[config.mk]
export PLATFORM = sky130hd
export DESIGN_NAME = base64_stream_encoder
export DESIGN_NICKNAME = d
export VERILOG_FILES = /design/src/b64enc_pkg.sv /design/src/base64_stream_encoder.sv /design/src/b64enc_front.sv /design/src/b64enc_fifo.sv /design/src/b64enc_back.sv
export SDC_FILE = /design/constraint.sdc
export NUM_CORES = 1
export LEC_CHECK = 0
export ABC_AREA = 1
export BUFFER_PORTS_ARGS = -buffer_cell sky130_fd_sc_hd__buf_2
export CAP_MARGIN = 20
export CORE_MARGIN = 4
export CORE_UTILIZATION = 50
export CTS_BUF_LIST = sky130_fd_sc_hd__clkbuf_4 sky130_fd_sc_hd__clkbuf_8 sky130_fd_sc_hd__clkbuf_16
export CTS_CLUSTER_SIZE = 20
export DETAILED_ROUTE_END_ITERATION = 10
export HOLD_SLACK_MARGIN = 0.03
export PLACE_DENSITY_LB_ADDON = 0.12
export SLEW_MARGIN = 20
export SYNTH_ARGS = -nofsm -noshare
export SYNTH_HDL_FRONTEND = slang
export SYNTH_SLANG_ARGS = --single-unit
[constraint.sdc]
create_clock -name clk_i -period 2.4 [get_ports clk_i]
set_input_delay 0.6 -clock clk_i [delete_from_list [all_inputs] [get_ports clk_i]]
set_output_delay 0.6 -clock clk_i [all_outputs]
set_load 0.05 [all_outputs]
[src/b64enc_pkg.sv]
// shared types, constants and the alphabet lookup for the base64 stream encoder
`timescale 1ns / 1ps

package b64enc_pkg;

  localparam int unsigned FifoDepth = 2;
  localparam int unsigned FifoAw    = $clog2(FifoDepth);

  localparam logic [7:0] CharPad   = 8'h3D;  // '='
  localparam logic [7:0] CharPlus  = 8'h2B;  // '+'
  localparam logic [7:0] CharSlash = 8'h2F;  // '/'
  localparam logic [7:0] CharCr    = 8'h0D;
  localparam logic [7:0] CharLf    = 8'h0A;
  localparam logic [7:0] CharUpA   = 8'h41;
  localparam logic [7:0] CharLoA   = 8'h61;
  localparam logic [7:0] CharZero  = 8'h30;

  localparam logic [7:0] GplReset  = 8'd19;
  localparam logic [7:0] LgdMax    = 8'hFF;

  // position of a character within one group record
  localparam logic [2:0] IdxSext0 = 3'd0;
  localparam logic [2:0] IdxSext1 = 3'd1;
  localparam logic [2:0] IdxSext2 = 3'd2;
  localparam logic [2:0] IdxSext3 = 3'd3;
  localparam logic [2:0] IdxCr    = 3'd4;
  localparam logic [2:0] IdxLf    = 3'd5;

  // number of real bytes in a group
  localparam logic [1:0] NBytes1 = 2'd1;
  localparam logic [1:0] NBytes2 = 2'd2;
  localparam logic [1:0] NBytes3 = 2'd3;

  typedef struct packed {
    logic [7:0] b0;
    logic [7:0] b1;
    logic [7:0] b2;
    logic [1:0] nbytes;
    logic       crlf;
  } group_t;

  typedef struct packed {
    logic full;
    logic empty;
  } fifo_stat_t;

  function automatic logic [7:0] b64_char(input logic [5:0] v);
    logic [7:0] v8;
    v8 = {2'b00, v};
    if (v < 6'd26) begin
      b64_char = CharUpA + v8;
    end else if (v < 6'd52) begin
      b64_char = CharLoA + v8 - 8'd26;
    end else if (v < 6'd62) begin
      b64_char = CharZero + v8 - 8'd52;
    end else if (v == 6'd62) begin
      b64_char = CharPlus;
    end else begin
      b64_char = CharSlash;
    end
  endfunction

endpackage

[src/base64_stream_encoder.sv]
// a byte that closes a group is written into the group queue; the back end then loads its
// first character into the output register. throughput: one input byte per cycle while the
// group queue has room; the back end emits one character per cycle while the output is not
// stalled, and so sets the sustained intake; bytes that only fill a group take no queue entry
// reset: asynchronous active-low; clears fill, line position and queue, groups_per_line to 19
`timescale 1ns / 1ps

module base64_stream_encoder (
  input  logic       clk_i,
  input  logic       rst_ni,
  input  logic       s_axis_tvalid,
  output logic       s_axis_tready,
  input  logic [7:0] s_axis_tdata,   // [7:0] data_byte
  input  logic       s_axis_tlast,   // last_byte
  output logic       m_axis_tvalid,
  input  logic       m_axis_tready,
  output logic [7:0] m_axis_tdata,   // [7:0] out_char
  output logic       m_axis_tlast,   // run_end
  input  logic       cfg_valid_i,
  output logic       cfg_ready_o,
  input  logic [7:0] cfg_data_i      // groups_per_line
);

  b64enc_pkg::group_t     push_data;
  b64enc_pkg::group_t     head;
  b64enc_pkg::fifo_stat_t fifo_stat;
  logic                   push;
  logic                   pop;

  b64enc_front u_front (
    .clk_i         (clk_i),
    .rst_ni        (rst_ni),
    .s_axis_tvalid (s_axis_tvalid),
    .s_axis_tready (s_axis_tready),
    .s_axis_tdata  (s_axis_tdata),
    .s_axis_tlast  (s_axis_tlast),
    .cfg_valid_i   (cfg_valid_i),
    .cfg_ready_o   (cfg_ready_o),
    .cfg_data_i    (cfg_data_i),
    .fifo_stat_i   (fifo_stat),
    .push_o        (push),
    .push_data_o   (push_data)
  );

  b64enc_fifo u_fifo (
    .clk_i       (clk_i),
    .rst_ni      (rst_ni),
    .push_i      (push),
    .push_data_i (push_data),
    .pop_i       (pop),
    .head_o      (head),
    .stat_o      (fifo_stat)
  );

  b64enc_back u_back (
    .clk_i         (clk_i),
    .rst_ni        (rst_ni),
    .head_i        (head),
    .head_valid_i  (!fifo_stat.empty),
    .pop_o         (pop),
    .m_axis_tvalid (m_axis_tvalid),
    .m_axis_tready (m_axis_tready),
    .m_axis_tdata  (m_axis_tdata),
    .m_axis_tlast  (m_axis_tlast)
  );

endmodule

[src/b64enc_front.sv]
// front end: gathers bytes into groups, tracks line position, holds the config register
`timescale 1ns / 1ps

module b64enc_front (
  input  logic                 clk_i,
  input  logic                 rst_ni,
  input  logic                 s_axis_tvalid,
  output logic                 s_axis_tready,
  input  logic [7:0]           s_axis_tdata,  // [7:0] data_byte
  input  logic                 s_axis_tlast,  // last_byte
  input  logic                 cfg_valid_i,
  output logic                 cfg_ready_o,
  input  logic [7:0]           cfg_data_i,    // groups_per_line
  input  b64enc_pkg::fifo_stat_t fifo_stat_i,
  output logic                 push_o,
  output b64enc_pkg::group_t   push_data_o
);

  logic [7:0] gpl_q, gpl_d;
  logic [1:0] fill_q, fill_d;
  logic [7:0] held0_q, held0_d;
  logic [7:0] held1_q, held1_d;
  logic [7:0] lgd_q, lgd_d;
  logic [7:0] lgd_inc;
  logic       accept;
  logic       hold;
  logic       crlf;

  assign s_axis_tready = !fifo_stat_i.full;
  assign cfg_ready_o   = 1'b1;
  assign accept        = s_axis_tvalid && s_axis_tready;
  assign hold          = (fill_q < 2'd2) && !s_axis_tlast;

  assign lgd_inc = (lgd_q < b64enc_pkg::LgdMax) ? lgd_q + 8'd1 : lgd_q;
  assign crlf    = lgd_inc >= gpl_q;

  always_comb begin
    gpl_d   = gpl_q;
    fill_d  = fill_q;
    held0_d = held0_q;
    held1_d = held1_q;
    lgd_d   = lgd_q;
    push_o  = 1'b0;

    push_data_o.b0     = (fill_q >= 2'd1) ? held0_q : s_axis_tdata;
    push_data_o.b1     = (fill_q == 2'd2) ? held1_q :
                         ((fill_q == 2'd1) ? s_axis_tdata : 8'h00);
    push_data_o.b2     = (fill_q == 2'd2) ? s_axis_tdata : 8'h00;
    push_data_o.nbytes = fill_q + 2'd1;
    push_data_o.crlf   = crlf;

    if (cfg_valid_i) begin
      gpl_d = cfg_data_i;
    end

    if (accept) begin
      if (hold) begin
        if (fill_q == 2'd0) begin
          held0_d = s_axis_tdata;
        end else begin
          held1_d = s_axis_tdata;
        end
        fill_d = fill_q + 2'd1;
      end else begin
        push_o = 1'b1;
        fill_d = 2'd0;
        // a finished message always starts the next one on a fresh line
        lgd_d  = (crlf || s_axis_tlast) ? 8'd0 : lgd_inc;
      end
    end
  end

  always_ff @(posedge clk_i or negedge rst_ni) begin
    if (!rst_ni) begin
      gpl_q  <= b64enc_pkg::GplReset;
      fill_q <= 2'd0;
      lgd_q  <= 8'd0;
    end else begin
      gpl_q  <= gpl_d;
      fill_q <= fill_d;
      lgd_q  <= lgd_d;
    end
  end

  always_ff @(posedge clk_i) begin
    held0_q <= held0_d;
    held1_q <= held1_d;
  end

endmodule

[src/b64enc_fifo.sv]
// short queue of group records between the front and back ends
`timescale 1ns / 1ps

module b64enc_fifo (
  input  logic                   clk_i,
  input  logic                   rst_ni,
  input  logic                   push_i,
  input  b64enc_pkg::group_t     push_data_i,
  input  logic                   pop_i,
  output b64enc_pkg::group_t     head_o,
  output b64enc_pkg::fifo_stat_t stat_o
);

  b64enc_pkg::group_t mem_q [b64enc_pkg::FifoDepth];
  logic [b64enc_pkg::FifoAw-1:0] wr_ptr_q, wr_ptr_d;
  logic [b64enc_pkg::FifoAw-1:0] rd_ptr_q, rd_ptr_d;
  logic [b64enc_pkg::FifoAw:0]   cnt_q, cnt_d;

  localparam logic [b64enc_pkg::FifoAw:0] Depth = (b64enc_pkg::FifoAw + 1)'(b64enc_pkg::FifoDepth);
  localparam logic [b64enc_pkg::FifoAw-1:0] LastPtr =
    b64enc_pkg::FifoAw'(b64enc_pkg::FifoDepth - 1);

  assign stat_o.full  = cnt_q == Depth;
  assign stat_o.empty = cnt_q == '0;
  assign head_o       = mem_q[rd_ptr_q];

  always_comb begin
    wr_ptr_d = wr_ptr_q;
    rd_ptr_d = rd_ptr_q;
    cnt_d    = cnt_q;
    if (push_i) begin
      wr_ptr_d = (wr_ptr_q == LastPtr) ? '0 : wr_ptr_q + 1'b1;
    end
    if (pop_i) begin
      rd_ptr_d = (rd_ptr_q == LastPtr) ? '0 : rd_ptr_q + 1'b1;
    end
    if (push_i && !pop_i) begin
      cnt_d = cnt_q + 1'b1;
    end else if (!push_i && pop_i) begin
      cnt_d = cnt_q - 1'b1;
    end
  end

  always_ff @(posedge clk_i or negedge rst_ni) begin
    if (!rst_ni) begin
      wr_ptr_q <= '0;
      rd_ptr_q <= '0;
      cnt_q    <= '0;
    end else begin
      wr_ptr_q <= wr_ptr_d;
      rd_ptr_q <= rd_ptr_d;
      cnt_q    <= cnt_d;
    end
  end

  always_ff @(posedge clk_i) begin
    if (push_i) begin
      mem_q[wr_ptr_q] <= push_data_i;
    end
  end

endmodule

[src/b64enc_back.sv]
// back end: turns group records into characters, one per cycle unless the output is stalled, into an output register
`timescale 1ns / 1ps

module b64enc_back (
  input  logic               clk_i,
  input  logic               rst_ni,
  input  b64enc_pkg::group_t head_i,
  input  logic               head_valid_i,
  output logic               pop_o,
  output logic               m_axis_tvalid,
  input  logic               m_axis_tready,
  output logic [7:0]         m_axis_tdata,  // [7:0] out_char
  output logic               m_axis_tlast   // run_end
);

  logic [2:0] idx_q, idx_d;
  logic       vld_q, vld_d;
  logic [7:0] char_q, char_d;
  logic       last_q, last_d;
  logic       load;
  logic [7:0] cur_char;
  logic       cur_last;

  assign m_axis_tvalid = vld_q;
  assign m_axis_tdata  = char_q;
  assign m_axis_tlast  = last_q;

  // a group record is waiting and the output slot is free or being drained this cycle
  assign load = head_valid_i && (!vld_q || m_axis_tready);

  always_comb begin
    case (idx_q)
      b64enc_pkg::IdxSext0: cur_char = b64enc_pkg::b64_char(head_i.b0[7:2]);
      b64enc_pkg::IdxSext1: cur_char = b64enc_pkg::b64_char({head_i.b0[1:0], head_i.b1[7:4]});
      b64enc_pkg::IdxSext2: cur_char = (head_i.nbytes != b64enc_pkg::NBytes1) ?
                              b64enc_pkg::b64_char({head_i.b1[3:0], head_i.b2[7:6]}) :
                              b64enc_pkg::CharPad;
      b64enc_pkg::IdxSext3: cur_char = (head_i.nbytes == b64enc_pkg::NBytes3) ?
                              b64enc_pkg::b64_char(head_i.b2[5:0]) :
                              b64enc_pkg::CharPad;
      b64enc_pkg::IdxCr:    cur_char = b64enc_pkg::CharCr;
      b64enc_pkg::IdxLf:    cur_char = b64enc_pkg::CharLf;
      default:              cur_char = b64enc_pkg::CharPad;
    endcase
  end

  assign cur_last = ((idx_q == b64enc_pkg::IdxSext3) && !head_i.crlf) ||
                    (idx_q == b64enc_pkg::IdxLf);

  always_comb begin
    idx_d  = idx_q;
    vld_d  = vld_q;
    char_d = char_q;
    last_d = last_q;
    pop_o  = 1'b0;
    if (vld_q && m_axis_tready) begin
      vld_d = 1'b0;
    end
    if (load) begin
      vld_d  = 1'b1;
      char_d = cur_char;
      last_d = cur_last;
      if (cur_last) begin
        pop_o = 1'b1;
        idx_d = b64enc_pkg::IdxSext0;
      end else begin
        idx_d = idx_q + 3'd1;
      end
    end
  end

  always_ff @(posedge clk_i or negedge rst_ni) begin
    if (!rst_ni) begin
      idx_q <= b64enc_pkg::IdxSext0;
      vld_q <= 1'b0;
    end else begin
      idx_q <= idx_d;
      vld_q <= vld_d;
    end
  end

  always_ff @(posedge clk_i) begin
    char_q <= char_d;
    last_q <= last_d;
  end

endmodule

## Word-level counts from Yosys, hierarchy flattened

Memory sizes are Yosys's and may differ from the RTL's.
Cells that the tools add are included.

- Bits of input ports: 22
- Word-level logic and storage cells: 136
- Memory bits (writable): 54
- Register bits: 51
- Memories: 1

Memories:

| memory | words | bits a word | rd ports | clocked after memory_dff | write ports | line | RTL |
|---|---|---|---|---|---|---|---|
| u_fifo.mem_q | 2 | 27 | 1 | 0 | 1 | b64enc_fifo.sv:14 | `b64enc_pkg::group_t mem_q [b64enc_pkg::FifoDepth];` |

- Order comparisons: 16
- Bitwise operators: 2
- Eq/ne operators: 14
- Add/subtract/negate cells: 27
- Reduce and logical (&&, ||, !) cells: 25
- Mux-type cells: 39

Operators with widths:

| kind | count |
|---|---|
| 8-bit two-way mux | 20 |
| 7-bit by 6-bit adder with 8-bit output (first input constant) | 8 |
| 6-bit less-than comparator (second input constant) | 8 |
| 8-bit one-hot mux with 6 select lines | 1 |
| 8-bit by 5-bit subtractor with 8-bit output (second input constant) | 4 |
| 8-bit by 6-bit subtractor with 8-bit output (second input constant) | 4 |
| 6-bit by 6-bit adder with 7-bit output (first input constant) | 4 |
| 6-bit equality test (second input constant) | 4 |
| 6-bit by 5-bit less-than comparator with 1-bit output (second input constant) | 4 |
| 3-bit two-way mux | 5 |
| 1-bit two-way mux | 10 |
| 8-bit by 1-bit adder with 8-bit output (second input constant) | 1 |
| 8-bit greater-or-equal comparator | 1 |
| 8-bit less-than comparator (second input constant) | 1 |
| 1-bit logical AND | 7 |
| 1-bit zero test | 7 |
| 2-bit equality test (second input constant) | 3 |
| 3-bit by 2-bit equality test with 1-bit output (second input constant) | 2 |
| 3-bit equality test (second input constant) | 2 |
| 2-bit two-way mux | 3 |
| 3-bit AND reduction | 2 |
| 2-bit by 1-bit adder with 2-bit output (second input constant) | 2 |
| 2-bit zero test | 2 |
| 2-bit nonzero test | 2 |
| 12 further kinds | 16 |

## Depth between registers and ports, before layout

Gate-level depths: netlist (run 1).
An unclocked memory read counts as a cell.

- Word-level depth: 9
- Mapped depth: 18

## Hierarchy

A second synthesis (run 1) with hierarchy kept.

- Cell total of the unflattened synthesis: 762
- Area, all modules: 6,581.3 um^2

By module, submodules not included:

| module | cells each | instances | area an instance (um^2) |
|---|---|---|---|
| b64enc_back | 405 | 1 | 2,329.7 |
| b64enc_fifo | 109 | 1 | 2,254.7 |
| b64enc_front | 247 | 1 | 1,993.2 |
| base64_stream_encoder | 1 | 1 | 3.8 |

## Worst setup path before layout (run 1)

OpenSTA, ideal clock, no wires.

- Kind: register to register
- Start: reg u_fifo.cnt_q[0] in the netlist's numbering
- End: mem u_fifo.mem_q[0][0] in the netlist's numbering, enable pin
- Required time: 1.989 ns
- Cell stages (with the launch flop): 7
- Slack: -0.549 ns
- Arrival: 2.538 ns
- Library setup time: 0.411 ns
- Cells stage by stage: dfrtp_1 -> inv_1 -> nand2_1 -> nand2_1 -> nor2_1 -> inv_1 -> nor2_1

- Cells in the longest elaborated chain, start to end: 6

RTL lines:

| element | line | RTL |
|---|---|---|
| from (decl) | b64enc_fifo.sv:17 | `logic [b64enc_pkg::FifoAw:0] cnt_q, cnt_d;` |
| from (signal assigned) | b64enc_fifo.sv:52 | `cnt_q <= cnt_d;` |
| 2-bit equality test | b64enc_fifo.sv:23 | `assign stat_o.full = cnt_q == Depth;` |
| 1-bit zero test | b64enc_front.sv:29 | `assign s_axis_tready = !fifo_stat_i.full;` |
| via s_axis_tready | base64_stream_encoder.sv:12 | `output logic s_axis_tready,` |
| 1-bit logical AND | b64enc_front.sv:31 | `assign accept = s_axis_tvalid && s_axis_tready;` |
| 1-bit two-way mux | b64enc_front.sv:56 | `if (accept) begin` |
| 1-bit two-way mux | b64enc_fifo.sv:57 | `if (push_i) begin` |
| 1-bit two-way mux (not written as such) | b64enc_fifo.sv:58 | `mem_q[wr_ptr_q] <= push_data_i;` |
| to (decl) | b64enc_fifo.sv:14 |  |

The timed path passes the listed nets, and every way through them passes these cells.

==> out/metrics.csv, run 1 <==
stage;metric;value;unit
worst_setup_path;crit_path_max_incr_delay;0.37;ns
timing;drv_slew;0;
power;power;11.6;mW
timing;worst_pin_slew;0.644;ns
synthesis;synth.ff_latch_count;105;
cells_and_area;layout.nets;1053;
synthesis;ys_seq_area_share;43.1;%
synthesis;yosysWarnings;0;
synthesis;synth_adder_area_share;10.2;%
timing;rsz0062_at_grt;yes;
synthesis;yosysUniqueCellTypes;38;
synthesis;synth_top_family_by_area;simple AND/OR/NAND/NOR gates;
grt;antenna_found_initial;0;
cells_and_area;fin_cells;1159;
timing;relSlewSlack;57.0;%
worst_setup_path;crit_slowest_cell;dfrtp_1;
worst_setup_path;worstPathCellList;ha_2 -> nand2_2 -> inv_2 -> nand3_4 -> nor2_4 -> nor2_2 -> xor2_1 -> ha_1 -> a21oi_2 -> o21ai_1 -> nand2_1 -> nand3_2 -> or2_4 -> o21ai_2;
clocking;cts.reportedPaths.clkPinSlew;0.08;ns
placed_design;placedCellCount;1131;
worst_setup_path;crit_required;2.68;ns
timing;finalHoldViolations;0;
job;maxCapViolations;0;
clocking;insertion_delay;0.35;ns
detailed_routing;via_per_inst;5.16;
floorplan;coreArea;13800;um2
clocking;cts_sinks;105;
placed_design;hpwl;12800;um
timing;finalClockSkew;0.00788;ns
timing;setup_viol;0;
power;comb_power_share;63.3;%
cells_and_area;drive_gt1_share;24.5;%
detailed_routing;post_drt_wl_per_cell;14.5;um
synthesis;synth_compound_area_share;10.5;%
synthesis;async_reset_ff_share;24.8;%
power;leakage;4.01;nW
synthesis;synth.avg_cell_area;8.01;um2
worst_setup_path;crit_fanout;8;
synthesis;syn_nets;956;
placed_design;portBuffers;32;
synthesis;yosysTopAreaCell;edfxtp_1;
synthesis;synth_ff_type;edfxtp_1;
detailed_routing;final_antenna_net_count;0;
power;ir_worst_vdd;0.000592;V
grt;track_usage;20.8;%
power;pwr-share-seq;24.2;%
timing;clock.fmax;423;MHz
worst_setup_path;crit_buf_inv;1;
synthesis;synthTopCellsByArea;edfxtp_1 34%, nand2_1 13%, ha_1 10%;
cells_and_area;diodes;0;
cells_and_area;multi_input_area;3690;um2
worst_setup_path;reg2reg_setup_slack;0.03;ns
floorplan;floorplan.die.height;127;um
synthesis;synthesis.area;7030;um2
detailed_routing;vias;5983;
worst_setup_path;cp.arrival;2.65;ns
floorplan;die_area;16000;um2
clocking;cts_tree;built;
floorplan;die_w;127;um
placed_design;place_ws;-0.130;ns
placed_design;dpl_cell_area;7790;um2
timing;period_minus_slack;2.37;ns
cells_and_area;final_util;61.8;%
power;p_per_area;1360;nW/um2
run_status;outcome;completed;
detailed_routing;drt-initial-drc-count;385;
min_path;hold_path_class;in2async;
worst_setup_path;endpoint_kind;flop;
grt;gr-total-overflow;0;
synthesis;synth-edff-count;79;
clocking;postCtsHoldBufs;0;
worst_setup_path;reg2reg_from;u_front.lgd_q[1]$_DFFE_PN0P_;
cells_and_area;seq_area;3030;um2
timing;post-route-period-util;98.6;%
worst_setup_path;critPathKind;reg2reg;
grt;grt_max_degree;28;
floorplan;initial_core_util;50.8;%
timing;hold_slack;0.269;ns
cells_and_area;syn_to_final_growth;21.7;%
timing;worst_slack;0.0337;ns
floorplan;num_rows;43;
power;swShare;47.6;%
clocking;clockBufferDepth;2;
synthesis;synth_mux_area_share;0.160;%
grt;grt_pass1_vias;5798;
synthesis;synth_top_area_share;33.8;%
detailed_routing;wl;16800;um
detailed_routing;first_pass_iters;5;
worst_setup_path;startpoint;u_front.lgd_q[1]$_DFFE_PN0P_;
detailed_routing;drc;0;
clocking;htree_levels;3;
placed_design;gp_congestion;0.940;
power;p_switching;5.53;mW
synthesis;netlist_instances;877;
cells_and_area;nFillCells;1208;
synthesis;synth_xor_area_share;2.37;%
timing;setup_tns;0;ns
power;clkPwrFrac;12.4;%
floorplan;io_pins;34;
clocking;root_buffer;clkbuf_16;
clocking;numCtsBuffers;9;
power;internal_power;6.10;mW
grt;grt_pass1_wl;27300;um
worst_setup_path;cp-start-kind;flop;
cells_and_area;stdcell_area;8550;um2
worst_setup_path;cp_top_family;simple AND/OR/NAND/NOR gates;
synthesis;synth_simple_gate_area_share;24.4;%
## cell families after synthesis
| family | after synthesis |
|---|---|
| buffers and inverters | 165 |
| multiplexers | 1 |
| XOR/XNOR | 19 |
| AND/OR/NAND/NOR | 401 |
| adder cells (fa/ha/maj) | 57 |
| AO/OA/AOI/OAI | 128 |
| other | 1 |
| flip-flops | 105 |
## sequential cells by signal (all words and copies together), names as in the netlist
name	count
u_back.m_axis_tdata	8
u_front.gpl_q	8
u_back.m_axis_tvalid	1
u_front.held0_q	8
u_fifo.rd_ptr_q	1
u_fifo.cnt_q	2
u_back.m_axis_tlast	1
u_fifo.wr_ptr_q	1
u_front.held1_q	8
u_back.idx_q	3
u_front.lgd_q	8
u_fifo.mem_q	54
u_front.fill_q	2
## cell type report
| class | count | share of cell area, % |
|---|---|---|
| clock buffers | 9 | 2.63 |
| well taps | 180 | 2.63 |
| inverters | 151 | 6.72 |
| repair buffers | 100 | 8.55 |
| clock inverters | 7 | 0.834 |
| multi-input cells | 607 | 43.2 |
| flip-flops and latches | 105 | 35.4 |
## power groups by stage
stage	clock network, mW	registers [mW]	logic [mW]
global placement	0	2.83	6.57
global route	1.58	2.86	8.26
detailed placement	0	2.85	6.66
floorplan	0	3.11	4.36
CTS	1.48	2.81	6.71
finish	1.45	2.82	7.37
## per-layer routing
layer	part of all wire [%]	GRT usage, %	vias up
li1	-	-	3040
met1	45	27.6	2778
met2	49	35.2	138
met3	4.0	2.95	27
met4	2.2	7.00	0
met5	0	0	-
## synthesized netlist by cell type (all sizes together) (5+ instances only)
cell type	n
a21oi	39
buf	8
clkbuf	6
dfrtp	23
edfxtp	79
ha	57
inv	149
nand2	259
nand3	71
nand4	10
nor2	52
o211ai	8
o21ai	66
o22ai	9
or2	6
xnor2	5
xor2	14
## repair_timing
item | in CTS | in global routing
gates cloned | 0 | 1
hold endpoints to repair | 0 | 0
pin swaps | 5 | 33
setup buffers | 1 | 10
setup endpoints to repair | 9 | 18
resized for setup | 9 | 95
## layout by cell type (no fill, tap or decap), drive strengths merged
master	synthesis	layout
mux2	1	1
a21oi	39	39
inv	149	152
ha	57	57
dfrtp	23	23
clkinv	2	5
xor2	14	14
nand3	71	71
or2	6	6
nand3b	2	2
o31ai	1	1
nor3	1	1
o21ai	66	66
conb	1	1
a21boi	1	1
o22ai	9	9
clkbuf	6	9
nor2	52	52
clkinvlp	0	1
a31oi	3	3
nand4	10	10
xnor2	5	5
o21a	1	1
nand2	259	259
dfstp	3	3
buf	8	100
edfxtp	79	79
o211ai	8	8
## path summary, 6_finish.rpt
check	to	cells after the start
hold / removal	u_back.idx_q[2]$_DFFE_PN0P_	1
min in group clk_i	u_front.gpl_q[3]$_DFFE_PN0P_	3
setup / recovery	u_front.lgd_q[2]$_DFFE_PN0P_	14
hold reg to reg	u_front.gpl_q[4]$_DFFE_PN1P_	2
setup reg to reg	u_front.lgd_q[2]$_DFFE_PN0P_	14
max in group asynchronous	u_fifo.rd_ptr_q$_DFFE_PN0P_	1
Note: power is estimated with default switching activity, not from simulation.
==> run 2, diff against run 1 <==
ABC_AREA = not set   (was 1)
==> out/metrics.csv, run 2 <==
stage;metric;value;unit
synthesis;yosysUniqueCellTypes;78;
worst_setup_path;endpoint_kind;flop;
synthesis;synthTopCellsByArea;edfxtp_1 33%, ha_1 10%, dfrtp_1 8.1%;
detailed_routing;wl;18600;um
cells_and_area;syn_to_final_growth;31.2;%
floorplan;num_rows;43;
synthesis;ys_top_cells_by_count;83 x nand2_1, 79 x edfxtp_1, 57 x ha_1;
worst_setup_path;timing.rr.end;u_back.m_axis_tdata[4]$_DFFE_PP_;
timing;drv_slew;0;
detailed_routing;post_drt_wl_per_cell;17.7;um
timing;hold_slack;0.269;ns
placed_design;hpwl;14400;um
run_status;outcome;finished, violations left;
floorplan;die_w;127;um
worst_setup_path;critPathKind;reg2reg;
cells_and_area;layout_commonest_cell;buf_4;
synthesis;yosysTopAreaCell;edfxtp_1;
clocking;cts_sinks;105;
worst_setup_path;crit_required;2.49;ns
synthesis;synth.ff_latch_count;105;
power;leakage;3.78;nW
worst_setup_path;crit_buf_inv;4;
floorplan;die_area;16200;um2
clocking;root_buffer;clkbuf_16;
grt;grt_pass1_wl;30100;um
floorplan;initial_core_util;51.2;%
clocking;postCtsHoldBufs;0;
cells_and_area;regMostFlops;u_fifo.mem_q;
synthesis;synth.avg_cell_area;10.4;um2
run_status;violations;setup timing;
worst_setup_path;reg2reg_setup_slack;-0.22;ns
worst_setup_path;path_common_cell;buf_12;
cells_and_area;diodes;0;
timing;finalHoldViolations;0;
timing;relSlewSlack;57.4;%
grt;grt_pass1_vias;5830;
power;p_per_area;1280;nW/um2
detailed_routing;drc;0;
grt;track_usage;23.5;%
clocking;htree_levels;3;
min_path;hold_path_class;in2async;
cells_and_area;drive_gt1_share;37.8;%
clocking;numCtsBuffers;9;
timing;post-route-period-util;109;%
detailed_routing;vias;5842;
clocking;insertion_delay;0.35;ns
timing;rsz0062_at_grt;yes;
placed_design;place_ws;-0.312;ns
synthesis;ys_seq_area_share;42.4;%
cells_and_area;layout.nets;947;
floorplan;floorplan.die.height;127;um
clocking;clockBufferDepth;2;
worst_setup_path;reg2reg_from;u_fifo.rd_ptr_q$_DFFE_PN0P_;
cells_and_area;largest_reg_flops;54;
power;power;12.0;mW
timing;setup_viol;18;
detailed_routing;final_antenna_net_count;0;
synthesis;synthesis.area;7140;um2
worst_setup_path;worstPathCellList;buf_12 -> buf_12 -> mux2i_4 -> inv_2 -> ha_4 -> and2_4 -> a221oi_4 -> buf_4 -> a2111oi_2 -> a32o_1 -> nor3_2 -> o221ai_1;
worst_setup_path;cp-start-kind;flop;
timing;worst_pin_slew;0.632;ns
job;maxCapViolations;0;
placed_design;placedCellCount;1013;
clocking;cts.reportedPaths.clkPinSlew;0.07;ns
grt;grt_max_degree;28;
clocking;cts_tree;built;
cells_and_area;fin_cells;1053;
floorplan;coreArea;13900;um2
synthesis;synth_top_area_share;33.2;%
timing;period_minus_slack;2.62;ns
worst_setup_path;crit_slowest_cell;dfrtp_2;
synthesis;async_reset_ff_share;24.8;%
worst_setup_path;cp.arrival;2.71;ns
detailed_routing;drt-initial-drc-count;311;
timing;finalClockSkew;0.00793;ns
worst_setup_path;cp_top_family;compound AO/OA/AOI/OAI gates;
timing;clock.fmax;382;MHz
floorplan;io_pins;34;
worst_setup_path;crit_path_max_incr_delay;0.39;ns
synthesis;synth_ff_type;edfxtp_1;
placed_design;portBuffers;32;
grt;antenna_found_initial;0;
synthesis;synth-edff-count;79;
detailed_routing;via_per_inst;5.55;
synthesis;netlist_instances;684;
cells_and_area;nFillCells;1076;
synthesis;syn_nets;763;
worst_setup_path;cp_num_cells;12;
worst_setup_path;ff2ff_path_depth;12;
timing;setup_tns;-1.92;ns
power;ir_worst_vdd;0.000598;V
detailed_routing;first_pass_iters;5;
placed_design;gp_congestion;0.975;
synthesis;yosysWarnings;0;
worst_setup_path;crit_fanout;8;
timing;worst_slack;-0.220;ns
grt;gr-total-overflow;0;
cells_and_area;mostFrequentLayoutCells;154 x buf_4, 81 x nand2_1, 79 x edfxtp_1;
synthesis;synth.most_common_cell;nand2_1;
run 2: worst max-delay path by stage:
stage / end / slack, ns / from
after floorplan: u_back.m_axis_tdata[4]$_DFFE_PP_ / -0.23 / u_fifo.rd_ptr_q$_DFFE_PN0P_
after global placement: u_back.m_axis_tdata[6]$_DFFE_PP_ / -0.24 / u_fifo.rd_ptr_q$_DFFE_PN0P_
after detailed placement: u_back.m_axis_tdata[6]$_DFFE_PP_ / -0.31 / u_fifo.rd_ptr_q$_DFFE_PN0P_
after CTS: u_back.m_axis_tdata[4]$_DFFE_PP_ / -0.20 / u_fifo.rd_ptr_q$_DFFE_PN0P_
after global routing: u_back.m_axis_tdata[2]$_DFFE_PP_ / -0.32 / u_fifo.rd_ptr_q$_DFFE_PN0P_
final: u_back.m_axis_tdata[4]$_DFFE_PP_ / -0.22 / u_fifo.rd_ptr_q$_DFFE_PN0P_
run 2: per-layer routing:
metal / vias up / part of all wire [%] / track usage (%)
met2: 130 / 49 / 39.3
met3: 15 / 3.7 / 2.88
li1: 2883 / - / -
met1: 2814 / 46 / 32.8
met5: - / 0 / 0
met4: 0 / 1.2 / 5.80
run 2: through the flow:
step	cell area, um2	util [%]
floorplan	7270	-
global placement	8530	61.2
detailed placement	8530	61.2
CTS	9250	66.4
global route	9360	67.2
finish	9360	67.2
run 2: report_power, final:
group	internal, mW	switching [mW]
clock network	0.934	0.673
logic	3.48	4.02
registers	2.59	0.287
run 2: cell families after synthesis:
family                   synth area share (%)
AND/OR/NAND/NOR                          14.2
AO/OA/AOI/OAI                            16.4
flip-flops                               42.4
buffers and inverters                    4.80
adder cells (fa/ha/maj)                  9.99
multiplexers                             7.50
XOR/XNOR                                 4.54
other                                  0.0526
run 2: area by class of cell:
| type | count | area, um2 | area share (%) |
|---|---|---|---|
| repair buffers | 196 | 1460 | 15.6 |
| inverters | 46 | 173 | 1.84 |
| flip-flops and latches | 105 | 3030 | 32.3 |
| clock buffers | 10 | 233 | 2.49 |
| clock inverters | 6 | 92.6 | 0.989 |
| multi-input cells | 510 | 4150 | 44.3 |
| well taps | 180 | 225 | 2.41 |
run 2: repair_timing:
action | in CTS | in global routing
gates resized for setup | 63 | 23
setup buffers | 20 | 4
pin swaps | 33 | 23
setup endpoints to repair | 18 | 18
==> run 3, diff against run 2 <==
BUFFER_PORTS_ARGS = not set   (was -buffer_cell sky130_fd_sc_hd__buf_2)
DONT_BUFFER_PORTS = 1   (was not set)
GPL_TIMING_DRIVEN = 0   (was not set)
==> out/metrics.csv, run 3 (synthesis results as in run 2) <==
stage;metric;value;unit
floorplan;io_pins;34;
grt;grt_max_degree;28;
grt;track_usage;23.8;%
cells_and_area;layout_commonest_cell;edfxtp_1;
detailed_routing;drt-initial-drc-count;513;
worst_setup_path;endpoint_kind;flop;
cells_and_area;mostFrequentLayoutCells;79 x edfxtp_1, 75 x nand2_1, 73 x buf_4;
min_path;hold_path_class;in2async;
timing;clock.fmax;355;MHz
cells_and_area;largest_reg_flops;54;
worst_setup_path;cp.arrival;3.02;ns
clocking;root_buffer;clkbuf_16;
clocking;cts_tree;built;
floorplan;num_rows;43;
timing;setup_viol;18;
clocking;cts.reportedPaths.clkPinSlew;0.08;ns
cells_and_area;regMostFlops;u_fifo.mem_q;
detailed_routing;via_per_inst;5.99;
clocking;insertion_delay;0.35;ns
worst_setup_path;crit_required;2.60;ns
timing;drv_slew;0;
job;maxCapViolations;0;
detailed_routing;vias;5788;
clocking;numCtsBuffers;9;
cells_and_area;multi_input_area;4460;um2
clocking;cts_sinks;105;
floorplan;die_area;16200;um2
placed_design;portBuffers;0;
power;power;12.3;mW
run_status;violations;setup timing;
placed_design;hpwl;13000;um
detailed_routing;wl;19300;um
detailed_routing;post_drt_wl_per_cell;19.9;um
worst_setup_path;cp-start-kind;flop;
worst_setup_path;critPathKind;reg2reg;
worst_setup_path;reg2reg_from;u_fifo.rd_ptr_q$_DFFE_PN0P_;
worst_setup_path;crit_fanout;7;
grt;grt_pass1_vias;5794;
timing;finalHoldViolations;0;
power;ir_worst_vdd;0.000564;V
grt;grt_pass1_wl;30300;um
worst_setup_path;ff2ff_path_depth;13;
worst_setup_path;reg2reg_setup_slack;-0.42;ns
clocking;clockBufferDepth;2;
floorplan;coreArea;13900;um2
clocking;htree_levels;3;
timing;finalClockSkew;0.00790;ns
timing;worst_slack;-0.419;ns
timing;worst_pin_slew;0.676;ns
placed_design;placedCellCount;864;
power;p_per_area;1330;nW/um2
cells_and_area;seq_area;3030;um2
worst_setup_path;timing.rr.end;u_back.m_axis_tdata[7]$_DFFE_PP_;
placed_design;gp_congestion;0.956;
detailed_routing;drc;0;
floorplan;floorplan.die.height;127;um
power;leakage;3.50;nW
cells_and_area;fin_cells;967;
grt;gr-total-overflow;0;
detailed_routing;first_pass_iters;6;
detailed_routing;final_antenna_net_count;0;
cells_and_area;nFillCells;1031;
floorplan;die_w;127;um
grt;antenna_found_initial;0;
cells_and_area;syn_to_final_growth;29.5;%
timing;rsz0062_at_grt;yes;
placed_design;place_ws;-0.775;ns
timing;relSlewSlack;54.0;%
timing;post-route-period-util;117;%
cells_and_area;stdcell_area;9240;um2
cells_and_area;diodes;0;
placed_design;dpl_cell_area;7490;um2
run_status;outcome;finished, violations left;
timing;period_minus_slack;2.82;ns
cells_and_area;drive_gt1_share;34.4;%
cells_and_area;layout.nets;861;
floorplan;initial_core_util;51.2;%
[run 3: cell types whose count changed in the layout (fill, tap and decap cells not counted), sizes merged]
cell / delta
buf: -97
bufbuf: +2
bufinv: -1
clkbuf: +7
clkinv: +1
inv: +1
nor2: +1
[run 3: layout make-up]
type                       instances  share of cell area (%)
clock inverter                     7                   0.839
inverter                          46                    1.95
multi-input combinational        511                    48.2
clock buffer                       9                    2.44
timing repair buffer              89                    8.88
tap                              180                    2.44
sequential                       105                    32.8
buffer                            20                    2.44
[run 3: worst max path at each step]
| stage | start | to | slack [ns] | cells after the start |
|---|---|---|---|---|
| final | u_fifo.rd_ptr_q$_DFFE_PN0P_ | u_back.m_axis_tdata[7]$_DFFE_PP_ | -0.42 | 13 |
| after global routing | u_fifo.rd_ptr_q$_DFFE_PN0P_ | u_back.m_axis_tdata[7]$_DFFE_PP_ | -0.49 | 13 |
| after CTS | u_fifo.rd_ptr_q$_DFFE_PN0P_ | u_back.m_axis_tdata[5]$_DFFE_PP_ | -0.43 | 13 |
| after detailed placement | u_fifo.rd_ptr_q$_DFFE_PN0P_ | u_back.m_axis_tdata[5]$_DFFE_PP_ | -0.77 | 13 |
| after global placement | u_fifo.rd_ptr_q$_DFFE_PN0P_ | u_back.m_axis_tdata[4]$_DFFE_PP_ | -0.80 | 12 |
| after floorplan | u_fifo.rd_ptr_q$_DFFE_PN0P_ | u_back.m_axis_tdata[4]$_DFFE_PP_ | -0.23 | 12 |
[run 3: timing repair]
item | CTS | global route
gates cloned | 4 | 1
resized for setup | 92 | 77
endpoints found under the hold margin | 23 | 0
setup endpoints to repair | 80 | 46
hold buffers | 1 | 0
setup buffers | 60 | 25
pin swaps | 35 | 39
[run 3: metal layers]
metal / wire, um / GRT usage [%] / vias to the layer above / part of all wire, %
met1: 8510 / 31.5 / 2835 / 44
met4: 721 / 10.5 / 0 / 3.7
met3: 887 / 4.10 / 51 / 4.6
met5: 0 / 0 / - / 0
met2: 9130 / 38.6 / 181 / 47
li1: - / - / 2721 / -
[run 3: power by group]
part           internal (mW)  switching, mW  leakage, nW  total [mW]
combinational           3.55           4.00         2.30        7.55
clock                  0.821          0.692        0.147        1.51
sequential              2.60          0.628         1.05        3.22
[run 3: worst max-delay path, cell delays in order, from the launching register on]
cell      delay (ns)
dfrtp_1         0.38
buf_6           0.14
buf_12          0.15
buf_12          0.15
mux2i_4         0.19
inv_2           0.12
ha_4            0.15
nor2b_4         0.14
buf_6           0.13
nand2_1         0.08
or3b_2          0.48
a211oi_4        0.24
a21oi_1         0.11
a31oi_2         0.18
[run 3: through the flow]
stage | hold WS (ns) | utilization, % | TNS, ns
6_report | 0.0523 | 66.3 | -4.08
5_1_grt | 0.0549 | 66.3 | -5.95
4_1_cts | 0.0477 | 62.7 | -3.29
3_5_place_dp | 0.305 | 53.8 | -20.81
3_3_place_gp | 0.305 | 53.8 | -31.70
2_1_floorplan | 0.304 | - | -1.36
